## src/rtl/core/pkgate_pkg.sv

```systemverilog
// ----------------------------------------------------------------------------
// pkgate_pkg
// Shared types and constants for the pose keyframe gate.
// ----------------------------------------------------------------------------
package pkgate_pkg;

    localparam int COORD_BITS_DEF = 24;
    localparam int SUM_BITS_DEF   = 40;

    localparam int DTHR_W = 23;
    localparam int TTHR_W = 16;
    localparam int HEAD_W = 16;

    localparam logic [DTHR_W-1:0] DTHR_RST = 23'd2048;
    localparam logic [TTHR_W-1:0] TTHR_RST = 16'd910;

    localparam logic [HEAD_W-1:0] HALF_TURN = 16'h8000;

    // register index, taken from paddr[2]
    localparam logic REG_DIST = 1'b0;
    localparam logic REG_TURN = 1'b1;

    typedef enum logic [2:0] {
        ST_IDLE,
        ST_DIFF,
        ST_SQUARE,
        ST_ROOT,
        ST_DECIDE
    } state_t;

    typedef struct packed {
        logic busy;
        logic done;
    } root_stat_t;

endpackage

```

## src/rtl/core/pose_keyframe_gate_top.sv

```systemverilog
// ----------------------------------------------------------------------------
// pose_keyframe_gate_top
// Keyframe gate on a pose stream: distance and turn thresholds against the
// last kept pose, with saturating path length and climb totals.
//
//   channel  dir  transaction
//   s_       in   pose: pos_x, pos_y, pos_z, heading
//   m_       out  keyframe: kept_x, kept_y, kept_z, path_length, climb_total
//   apb      in   distance_threshold (0x0), turn_threshold (0x4)
//
// A pose passes in order through the accept state, the difference state, the
// shared squarer, the iterative square root and its done flag, and the
// decision state.
// The first pose after reset is only stored as the reference, not emitted.
// Reset is synchronous, active low; totals and reference are cleared.
// A held keyframe on m_ only stalls the decision cycle of the next keyframe.
// ----------------------------------------------------------------------------
module pose_keyframe_gate_top #(
    parameter int COORD_BITS = pkgate_pkg::COORD_BITS_DEF,
    parameter int SUM_BITS   = pkgate_pkg::SUM_BITS_DEF,
    localparam int IN_W  = ((3 * COORD_BITS + pkgate_pkg::HEAD_W + 7) / 8) * 8,
    localparam int OUT_W = ((3 * COORD_BITS + 2 * SUM_BITS + 7) / 8) * 8
) (
    input  logic             aclk,
    input  logic             aresetn,

    input  logic             s_tvalid,
    output logic             s_tready,
    input  logic [IN_W-1:0]  s_tdata,   // pos_x, pos_y, pos_z, heading

    output logic             m_tvalid,
    input  logic             m_tready,
    output logic [OUT_W-1:0] m_tdata,   // kept_x, kept_y, kept_z, path_length, climb_total

    input  logic             psel,
    input  logic             penable,
    input  logic             pwrite,
    input  logic [2:0]       paddr,
    input  logic [31:0]      pwdata,
    output logic [31:0]      prdata,
    output logic             pready
);

    localparam int CW  = COORD_BITS;
    localparam int SW  = SUM_BITS;
    localparam int HW  = pkgate_pkg::HEAD_W;
    localparam int RW  = CW + 1;
    localparam int AW  = 2 * RW;
    localparam int DW  = (RW > pkgate_pkg::DTHR_W) ? RW : pkgate_pkg::DTHR_W;
    localparam int XW  = ((SW > RW) ? SW : RW) + 1;
    localparam logic [1:0] SQ_LAST = 2'd3;

    // configuration
    logic [pkgate_pkg::DTHR_W-1:0] dthr_reg;
    logic [pkgate_pkg::TTHR_W-1:0] tthr_reg;
    logic                          cfg_wr;

    assign pready = 1'b1;
    assign cfg_wr = psel && penable && pwrite;

    always_ff @(posedge aclk) begin
        if (!aresetn) begin
            dthr_reg <= pkgate_pkg::DTHR_RST;
            tthr_reg <= pkgate_pkg::TTHR_RST;
        end else if (cfg_wr) begin
            unique case (paddr[2])
                pkgate_pkg::REG_DIST: dthr_reg <= pwdata[pkgate_pkg::DTHR_W-1:0];
                pkgate_pkg::REG_TURN: tthr_reg <= pwdata[pkgate_pkg::TTHR_W-1:0];
                default: ;
            endcase
        end
    end

    always_comb begin
        unique case (paddr[2])
            pkgate_pkg::REG_DIST: prdata = 32'(dthr_reg);
            pkgate_pkg::REG_TURN: prdata = 32'(tthr_reg);
            default:              prdata = '0;
        endcase
    end

    // input fields
    logic signed [CW-1:0] s_x, s_y, s_z;
    logic        [HW-1:0] s_h;

    assign s_x = s_tdata[CW-1:0];
    assign s_y = s_tdata[2*CW-1:CW];
    assign s_z = s_tdata[3*CW-1:2*CW];
    assign s_h = s_tdata[3*CW+HW-1:3*CW];

    // sequencer
    pkgate_pkg::state_t state_reg, state_next;
    logic               s_acc;
    logic               keep;
    logic               out_free;
    logic               commit;
    logic               root_start;
    logic [1:0]         sq_cnt_reg;
    pkgate_pkg::root_stat_t root_stat;

    logic have_ref_reg;

    assign s_acc    = s_tvalid && s_tready;
    assign out_free = !m_tvalid || m_tready;

    always_comb begin
        state_next = state_reg;
        unique case (state_reg)
            pkgate_pkg::ST_IDLE: begin
                if (s_tvalid && have_ref_reg) begin
                    state_next = pkgate_pkg::ST_DIFF;
                end
            end
            pkgate_pkg::ST_DIFF:   state_next = pkgate_pkg::ST_SQUARE;
            pkgate_pkg::ST_SQUARE: begin
                if (sq_cnt_reg == SQ_LAST) begin
                    state_next = pkgate_pkg::ST_ROOT;
                end
            end
            pkgate_pkg::ST_ROOT: begin
                if (root_stat.done) begin
                    state_next = pkgate_pkg::ST_DECIDE;
                end
            end
            pkgate_pkg::ST_DECIDE: begin
                if (!keep || out_free) begin
                    state_next = pkgate_pkg::ST_IDLE;
                end
            end
            default: state_next = pkgate_pkg::ST_IDLE;
        endcase
    end

    always_comb begin
        s_tready   = 1'b0;
        root_start = 1'b0;
        commit     = 1'b0;
        unique case (state_reg)
            pkgate_pkg::ST_IDLE:   s_tready   = 1'b1;
            pkgate_pkg::ST_SQUARE: root_start = (sq_cnt_reg == SQ_LAST);
            pkgate_pkg::ST_DECIDE: commit     = keep && out_free;
            default: ;
        endcase
    end

    always_ff @(posedge aclk) begin
        if (!aresetn) begin
            state_reg    <= pkgate_pkg::ST_IDLE;
            have_ref_reg <= 1'b0;
            sq_cnt_reg   <= '0;
        end else begin
            state_reg <= state_next;
            if (s_acc) begin
                have_ref_reg <= 1'b1;
            end
            if (state_reg == pkgate_pkg::ST_SQUARE) begin
                sq_cnt_reg <= sq_cnt_reg + 1'b1;
            end else begin
                sq_cnt_reg <= '0;
            end
        end
    end

    // pose and reference
    logic signed [CW-1:0] cur_x_reg, cur_y_reg, cur_z_reg;
    logic        [HW-1:0] cur_h_reg;
    logic signed [CW-1:0] ref_x_reg, ref_y_reg, ref_z_reg;
    logic        [HW-1:0] ref_h_reg;

    always_ff @(posedge aclk) begin
        if (s_acc) begin
            cur_x_reg <= s_x;
            cur_y_reg <= s_y;
            cur_z_reg <= s_z;
            cur_h_reg <= s_h;
        end
    end

    always_ff @(posedge aclk) begin
        if (!aresetn) begin
            ref_x_reg <= '0;
            ref_y_reg <= '0;
            ref_z_reg <= '0;
            ref_h_reg <= '0;
        end else if (s_acc && !have_ref_reg) begin
            ref_x_reg <= s_x;
            ref_y_reg <= s_y;
            ref_z_reg <= s_z;
            ref_h_reg <= s_h;
        end else if (commit) begin
            ref_x_reg <= cur_x_reg;
            ref_y_reg <= cur_y_reg;
            ref_z_reg <= cur_z_reg;
            ref_h_reg <= cur_h_reg;
        end
    end

    // differences
    logic signed [CW:0] dx, dy, dz;
    logic        [CW-1:0] mag_x_reg, mag_y_reg, mag_z_reg;
    logic        [HW-1:0] dh;
    logic        [HW-1:0] yaw_reg;

    assign dx = (CW+1)'(cur_x_reg) - (CW+1)'(ref_x_reg);
    assign dy = (CW+1)'(cur_y_reg) - (CW+1)'(ref_y_reg);
    assign dz = (CW+1)'(cur_z_reg) - (CW+1)'(ref_z_reg);
    assign dh = cur_h_reg - ref_h_reg;

    always_ff @(posedge aclk) begin
        if (state_reg == pkgate_pkg::ST_DIFF) begin
            mag_x_reg <= dx[CW] ? CW'(-dx) : dx[CW-1:0];
            mag_y_reg <= dy[CW] ? CW'(-dy) : dy[CW-1:0];
            mag_z_reg <= dz[CW] ? CW'(-dz) : dz[CW-1:0];
            yaw_reg   <= (dh > pkgate_pkg::HALF_TURN) ? HW'(-dh) : dh;
        end
    end

    // shared squarer and accumulator
    logic [CW-1:0]   mag_sel;
    logic [2*CW-1:0] sq_reg;
    logic [AW-1:0]   acc_reg;
    logic [AW-1:0]   acc_sum;

    always_comb begin
        case (sq_cnt_reg)
            2'd0:    mag_sel = mag_x_reg;
            2'd1:    mag_sel = mag_y_reg;
            default: mag_sel = mag_z_reg;
        endcase
    end

    assign acc_sum = acc_reg + AW'(sq_reg);

    always_ff @(posedge aclk) begin
        if (state_reg == pkgate_pkg::ST_DIFF) begin
            acc_reg <= '0;
        end else if (state_reg == pkgate_pkg::ST_SQUARE) begin
            sq_reg <= mag_sel * mag_sel;
            if (sq_cnt_reg != 2'd0) begin
                acc_reg <= acc_sum;
            end
        end
    end

    logic [RW-1:0] travel;

    pkgate_isqrt #(
        .RW (RW)
    ) u_isqrt (
        .aclk     (aclk),
        .aresetn  (aresetn),
        .start    (root_start),
        .radicand (acc_sum),
        .root     (travel),
        .stat     (root_stat)
    );

    assign keep = (DW'(travel) >= DW'(dthr_reg)) || (yaw_reg >= tthr_reg);

    // totals
    logic [SW-1:0] len_sum_reg, climb_sum_reg;
    logic [XW-1:0] len_add, climb_add;
    logic [SW-1:0] len_sat, climb_sat;

    assign len_add   = XW'(len_sum_reg) + XW'(travel);
    assign climb_add = XW'(climb_sum_reg) + XW'(mag_z_reg);
    assign len_sat   = (len_add[XW-1:SW] != '0) ? '1 : len_add[SW-1:0];
    assign climb_sat = (climb_add[XW-1:SW] != '0) ? '1 : climb_add[SW-1:0];

    always_ff @(posedge aclk) begin
        if (!aresetn) begin
            len_sum_reg   <= '0;
            climb_sum_reg <= '0;
        end else if (commit) begin
            len_sum_reg   <= len_sat;
            climb_sum_reg <= climb_sat;
        end
    end

    // output register
    logic                 m_valid_reg;
    logic signed [CW-1:0] kept_x_reg, kept_y_reg, kept_z_reg;
    logic        [SW-1:0] path_reg, climb_reg;

    always_ff @(posedge aclk) begin
        if (!aresetn) begin
            m_valid_reg <= 1'b0;
        end else if (commit) begin
            m_valid_reg <= 1'b1;
        end else if (m_tready) begin
            m_valid_reg <= 1'b0;
        end
    end

    always_ff @(posedge aclk) begin
        if (commit) begin
            kept_x_reg <= cur_x_reg;
            kept_y_reg <= cur_y_reg;
            kept_z_reg <= cur_z_reg;
            path_reg   <= len_sat;
            climb_reg  <= climb_sat;
        end
    end

    assign m_tvalid = m_valid_reg;
    assign m_tdata  = OUT_W'({climb_reg, path_reg, kept_z_reg, kept_y_reg, kept_x_reg});

endmodule

```

## src/rtl/core/pkgate_isqrt.sv

```systemverilog
// ----------------------------------------------------------------------------
// pkgate_isqrt
// Iterative integer square root, one result bit per cycle (floor).
// ----------------------------------------------------------------------------
module pkgate_isqrt #(
    parameter int RW = pkgate_pkg::COORD_BITS_DEF + 1
) (
    input  logic                   aclk,
    input  logic                   aresetn,
    input  logic                   start,
    input  logic [2*RW-1:0]        radicand,
    output logic [RW-1:0]          root,
    output pkgate_pkg::root_stat_t stat
);

    localparam int AW = 2 * RW;
    localparam int CNT_W = $clog2(RW + 1);

    logic [AW-1:0]    rem_reg;
    logic [AW-1:0]    res_reg;
    logic [AW-1:0]    bit_reg;
    logic [CNT_W-1:0] cnt_reg;
    logic             done_reg;

    logic [AW-1:0] trial;
    logic          fits;

    assign trial = res_reg + bit_reg;
    assign fits  = (rem_reg >= trial);

    always_ff @(posedge aclk) begin
        if (!aresetn) begin
            cnt_reg  <= '0;
            done_reg <= 1'b0;
        end else begin
            done_reg <= 1'b0;
            if (start) begin
                cnt_reg <= CNT_W'(RW);
            end else if (cnt_reg != '0) begin
                cnt_reg <= cnt_reg - 1'b1;
                if (cnt_reg == CNT_W'(1)) begin
                    done_reg <= 1'b1;
                end
            end
        end
    end

    always_ff @(posedge aclk) begin
        if (start) begin
            rem_reg <= radicand;
            res_reg <= '0;
            bit_reg <= AW'(1) << (AW - 2);
        end else if (cnt_reg != '0) begin
            if (fits) begin
                rem_reg <= rem_reg - trial;
                res_reg <= (res_reg >> 1) + bit_reg;
            end else begin
                res_reg <= res_reg >> 1;
            end
            bit_reg <= bit_reg >> 2;
        end
    end

    assign root      = res_reg[RW-1:0];
    assign stat.busy = (cnt_reg != '0);
    assign stat.done = done_reg;

endmodule
```

## config.mk

```make
export PLATFORM = sky130hd
export DESIGN_NAME = pose_keyframe_gate_top
export DESIGN_NICKNAME = d
export VERILOG_FILES = /design/src/rtl/core/pkgate_pkg.sv /design/src/rtl/core/pose_keyframe_gate_top.sv /design/src/rtl/core/pkgate_isqrt.sv
export SDC_FILE = /design/constraint.sdc
export NUM_CORES = 2
export LEC_CHECK = 0
export BUFFER_PORTS_ARGS = -buffer_cell sky130_fd_sc_hd__buf_2
export CAP_MARGIN = 15
export CORE_ASPECT_RATIO = 0.9
export CORE_MARGIN = 1.5
export CORE_UTILIZATION = 55
export CTS_CLUSTER_DIAMETER = 200
export DETAILED_ROUTE_END_ITERATION = 10
export PLACE_DENSITY = 0.73
export SLEW_MARGIN = 15
export SYNTH_ARGS = -nofsm -noshare
export SYNTH_HDL_FRONTEND = slang
export SYNTH_HIERARCHICAL = 1
export SYNTH_SLANG_ARGS = --single-unit
```

## constraint.sdc

```tcl
create_clock -name aclk -period 10.1 [get_ports aclk]
set_input_delay 0.505 -clock aclk [delete_from_list [all_inputs] [get_ports aclk]]
set_output_delay 0.505 -clock aclk [all_outputs]
set_load 0.01 [all_outputs]
```

* After elaboration in Yosys (flattened, before gate mapping) *
Index checks and enable logic that the tools add are counted.

operators by class
  add/subtract/negate cells = 16
  $mul = 1
  order comparisons = 4
  equal/unequal tests = 11
  mux-type cells = 33
  bitwise operators = 4
  reductions and logical operators = 29

operator list
  cell                  count
  $mux 24               9
  $mux 50               4
  $mux 40               2
  $sub 24x24->25        3
  $neg 24->24           3
  $pmux 32 s2           1
  $add 49x49->50        1
  $add 50x48->50        1
  $add 50x49->50        1
  $ge 50x50->1          1
  $sub 50x50->50        1
  $mul 24x24->48        1
  $mux 16               3
  $pmux 24 s2           1
  $add 40x24->41        1
  $add 40x25->41        1
  $ge 25x23->1          1
  $ge 16x16->1          1
  $gt 16x16->1 const B  1
  $neg 16->16           1
  $sub 16x16->16        1
  $pmux 3 s5            1
  $mux 3                4
  $reduce_and 2->1      6
  other kinds (23)      48

word-level totals
  bits in registers = 771
  bits of input ports = 130
  output and inout port bits = 187
  word-level logic and storage cells = 131

* Logic depth before layout (Yosys ltp) *
  word-level depth = 6
  mapped depth = 35
  gate-level depth less buffers = 32

* By module *
The synthesis kept the hierarchy.

modules (own cells, without submodules)
  module                  times used  cells each  area each (µm²)  seq. area each (µm²)
  pose_keyframe_gate_top  1           5,414       50,856.3         16,545.9
  pkgate_isqrt            1           1,483       11,641.2         3,123.0

* Worst setup path before layout *
OpenSTA, ideal clock, no wires.

  path type = register to register
  start point = register sq_cnt_reg[0]
  end point = register sq_reg[47] (data pin)
  setup time = 0.260 ns
  data arrival time = 8.033 ns
  slack = 1.807 ns
  cell stages (with the launch flop) = 33
  clock period less this slack = 8.293 ns
  path through = dfxtp_1 > inv_1 > ha_1 > clkbuf_1 > nor2_1 > clkbuf_1 > clkbuf_1 > a21oi_1 > inv_1 > clkbuf_1 > nand2_1 > fa_1 > inv_1 > fa_1 > fa_1 > fa_1 > fa_1 > fa_1 > inv_1 > fa_1 > inv_1 > ha_1 > clkbuf_1 > a21o_1 > a31o_2 > a221oi_1 > o31ai_1 > a311oi_1 > a211oi_1 > nor3_1 > o31ai_1 > a21oi_1 > xnor2_1

between the ends
  cells in the longest elaborated chain, start to end = 3
  elaborated cells between the ends (all ways) = 4
  classes of those cells = 1 x mul; 1 x eq/ne; 1 x mux; 1 x reduce/logical

ends and longest elaborated chain
  item                                           RTL line                       text
  start: declaration                             pose_keyframe_gate_top.sv:98   logic [1:0] sq_cnt_reg;
  start signal: assignment                       pose_keyframe_gate_top.sv:157  sq_cnt_reg <= sq_cnt_reg + 1'b1;
  $eq 2x1->1 or $logic_not 2->1 (tied branches)  pose_keyframe_gate_top.sv:225  case (sq_cnt_reg)
  $pmux 24 s2 (*)                                pose_keyframe_gate_top.sv:225
  $mul 24x24->48 (*)                             pose_keyframe_gate_top.sv:238  sq_reg <= mag_sel * mag_sel;
  end signal: assignment                         pose_keyframe_gate_top.sv:238
  end: declaration                               pose_keyframe_gate_top.sv:220  logic [2*CW-1:0] sq_reg;

Every way passes the cells marked *; elsewhere a longest branch is shown, timed or not.
A chain may end at the register's enable or synchronous reset.

* Worst setup path after layout *
  start point = register sq_cnt_reg[0]
  end point = register sq_reg[45] (data pin)

Same word-level chain as after synthesis.

==> reports/metrics.cfg <==
[floorplan]
dieWidth_um=358
area_of_the_die_sq_um=116000
fp-row-count=117
floorplan_die_height_um=323
io-pin-count=317
core_region_area_sq_um=113000
initial_utilization_pct=55.4

[drt]
wirelength_mm=169
viasPerCell=5.89
detailroute.via_count=50836
drtAntennaViolNets=0
detailedRoute.firstIterationViolations=4283
route.detailed.drc=0
detail_route.wl_per_cell_um=19.6
drt_first_pass_iters=6

[clock_tree]
cts_inserted_buffers=80
clock-root-buffer=sky130_fd_sc_hd__clkbuf_16
cts.reportedPaths.clkPinSlew_ns=0.06
cts.sinks=770
cts_post_setup_buffers_inserted=0
clk_latency_worst_skew_pair_ns=0.68
cts_hold_repair.buffers=64
h_tree_depth=3
post_cts.resized_instances=0
cts_max_path_buffers=3
cts_tree=yes

[yosys]
synth_commonest_cells=sky130_fd_sc_hd__inv_1, sky130_fd_sc_hd__nand2_1, sky130_fd_sc_hd__nor2_1
syn-mean-instance-area_sq_um=9.06
yosysWarnings=6
asyncSetResetFlopFracSynth_pct=0
yosys-top-cells-area=sky130_fd_sc_hd__edfxtp_1, sky130_fd_sc_hd__fa_1, sky130_fd_sc_hd__dfxtp_1
post-synth-top-area-fraction_pct=20.4
synth_top_cell_by_area=sky130_fd_sc_hd__edfxtp_1
synth_enable_flop_cells=425
yosys_register_bits=770
ys.flop_type=sky130_fd_sc_hd__edfxtp_1
yosysMostFrequentCell=sky130_fd_sc_hd__inv_1
mappedNetlistArea_sq_um=62500
synth_cells=6897
synth_cell_types=108
seq_total_area_yosys_pct=31.5

[setup_path]
worst-setup-path-type=flip-flop to flip-flop
reg2regPathDepth=28
startpoint_type=flip-flop
critical_path.n_buffers_inverters=6
worst_path_largest_cell_delay_ns=0.87
critical-path-top-cell-by-count=sky130_fd_sc_hd__fa_1
setup.reg_to_reg.worst_slack_ns=0.96
timing.critical_path.required_ns=10.51
cpLargestDelayFamily=adder cells
worst_path_max_fanout=24
worstSetupPathDepth=28
arrival_ns=9.55
r2r-end=sq_reg[45]$_DFFE_PP_
regToRegStartpoint=sq_cnt_reg[0]$_SDFF_PN0_
cp-end-kind=flip-flop
cpMaxStageDelayCell=sky130_fd_sc_hd__a21oi_1

[timing]
grt_setup_unrepaired=false
worst_clock_skew_ns=0.0405
finalSetupViolCount=0
drv_slew=0
timing.max_slew.rel_slack_pct=18.1
period_needed_ns=9.14
max_slew.worst_pin.slew_ns=1.23
fmaxAchievable_mhz=109
post-route-period-util_pct=90.5
timing_hold_violations_final=0
finalSetupTns_ns=0

[final_layout]
nets=8146
finalCoreUtilization_pct=60.6
drive_gt1_share_pct=8.27
flow.area_growth_from_synthesis_pct=9.42

[placed_design]
detailed_place_hpwl_mm=128
place.gp.congestion=0.954
buffer_ports.inserted=295

[worst_hold_path]
hold_path_startpoint=s_tdata[48]
worst_hold_path.endpoint=cur_z_reg[0]$_DFFE_PP_
timing.hold.worst.class=primary input to flip-flop
holdPathStages=1

[status]
run_status=complete, no violations

[global_route]
grt_start_max_net_pins=212
groute.usage.overall_pct=28.9
first_pass_grt_wire_length_mm=265
vias_in_the_first_global_route=49084
grt_antenna_before_repair=7
globalRoute.totalOverflow=0

[job]
number_of_max_cap_violations=0

[layer usage]
layer	vias to the layer above	track usage, %	share of wire (%)
met5	-	0	0
met4	0	10.7	3.8
met3	318	4.68	7.1
met2	1931	47.2	46
met1	24431	38.8	43
li1	24156	-	-
[metrics by stage]
stage | instance area, sq um | cells | hold slack, ns | setup WS [ns]
3_3_place_gp | 65000 | 8422 | 0.441 | 1.12
5_1_grt | 68400 | 8637 | 0.0164 | 0.630
4_1_cts | 68400 | 8636 | 0.0000406 | 1.04
6_report | 68400 | 8637 | 0.0313 | 0.957
3_5_place_dp | 65000 | 8422 | 0.446 | 1.11
2_1_floorplan | 62500 | 6905 | 0.436 | 1.81
[worst max path at each step]
stage / start / endpoint / slack, ns
floorplan: sq_cnt_reg[0]$_SDFF_PN0_ / sq_reg[47]$_DFFE_PP_ / 1.81
global placement: sq_cnt_reg[0]$_SDFF_PN0_ / sq_reg[47]$_DFFE_PP_ / 1.12
detailed placement: sq_cnt_reg[0]$_SDFF_PN0_ / sq_reg[45]$_DFFE_PP_ / 1.11
CTS: sq_cnt_reg[0]$_SDFF_PN0_ / sq_reg[45]$_DFFE_PP_ / 1.04
global route: sq_cnt_reg[0]$_SDFF_PN0_ / sq_reg[45]$_DFFE_PP_ / 0.63
finish: sq_cnt_reg[0]$_SDFF_PN0_ / sq_reg[45]$_DFFE_PP_ / 0.96
[cell type report]
cell class,count,area (sq um)
Antenna cell,1,2.50
Fill cell,9546,44500
Sequential cell,770,19700
Timing Repair Buffer,425,2630
Clock inverter,49,547
Tap cell,1487,1860
Inverter,838,3160
Multi-Input combinational cell,4966,38300
Clock buffer,101,2180
[worst register-to-register path, delay by kind of cell, from the launching register on]
family / cells / cell delay (ns)
buffers and inverters: 6 / 0.80
flip-flops: 1 / 0.38
XOR/XNOR: 1 / 0.10
adder cells (fa/ha/maj): 9 / 4.35
AO/OA/AOI/OAI: 10 / 2.69
AND/OR/NAND/NOR: 2 / 0.58
[cell families after synthesis]
group,share of synthesized area (%)
AO/OA/AOI/OAI,17.5
XOR/XNOR,5.86
adder cells (fa/ha/maj),23.9
buffers and inverters,7.33
flip-flops,31.5
multiplexers,0.426
other,0.0120
AND/OR/NAND/NOR,13.6
[placed cells by master, fill, tap and decap left out, types with 171 or more instances in the layout]
cell type and instances:
sky130_fd_sc_hd__inv_1 831, sky130_fd_sc_hd__o21ai_0 373, sky130_fd_sc_hd__fa_1 429, sky130_fd_sc_hd__edfxtp_1 425
sky130_fd_sc_hd__xor2_1 171, sky130_fd_sc_hd__xnor2_1 247, sky130_fd_sc_hd__nand2_1 786, sky130_fd_sc_hd__nor2_1 543
sky130_fd_sc_hd__ha_1 506, sky130_fd_sc_hd__a21oi_1 454, sky130_fd_sc_hd__buf_2 294, sky130_fd_sc_hd__dfxtp_1 345
Power is not shown: default switching activity piles up to over one toggle a cycle in this logic, so the estimate is an artifact.
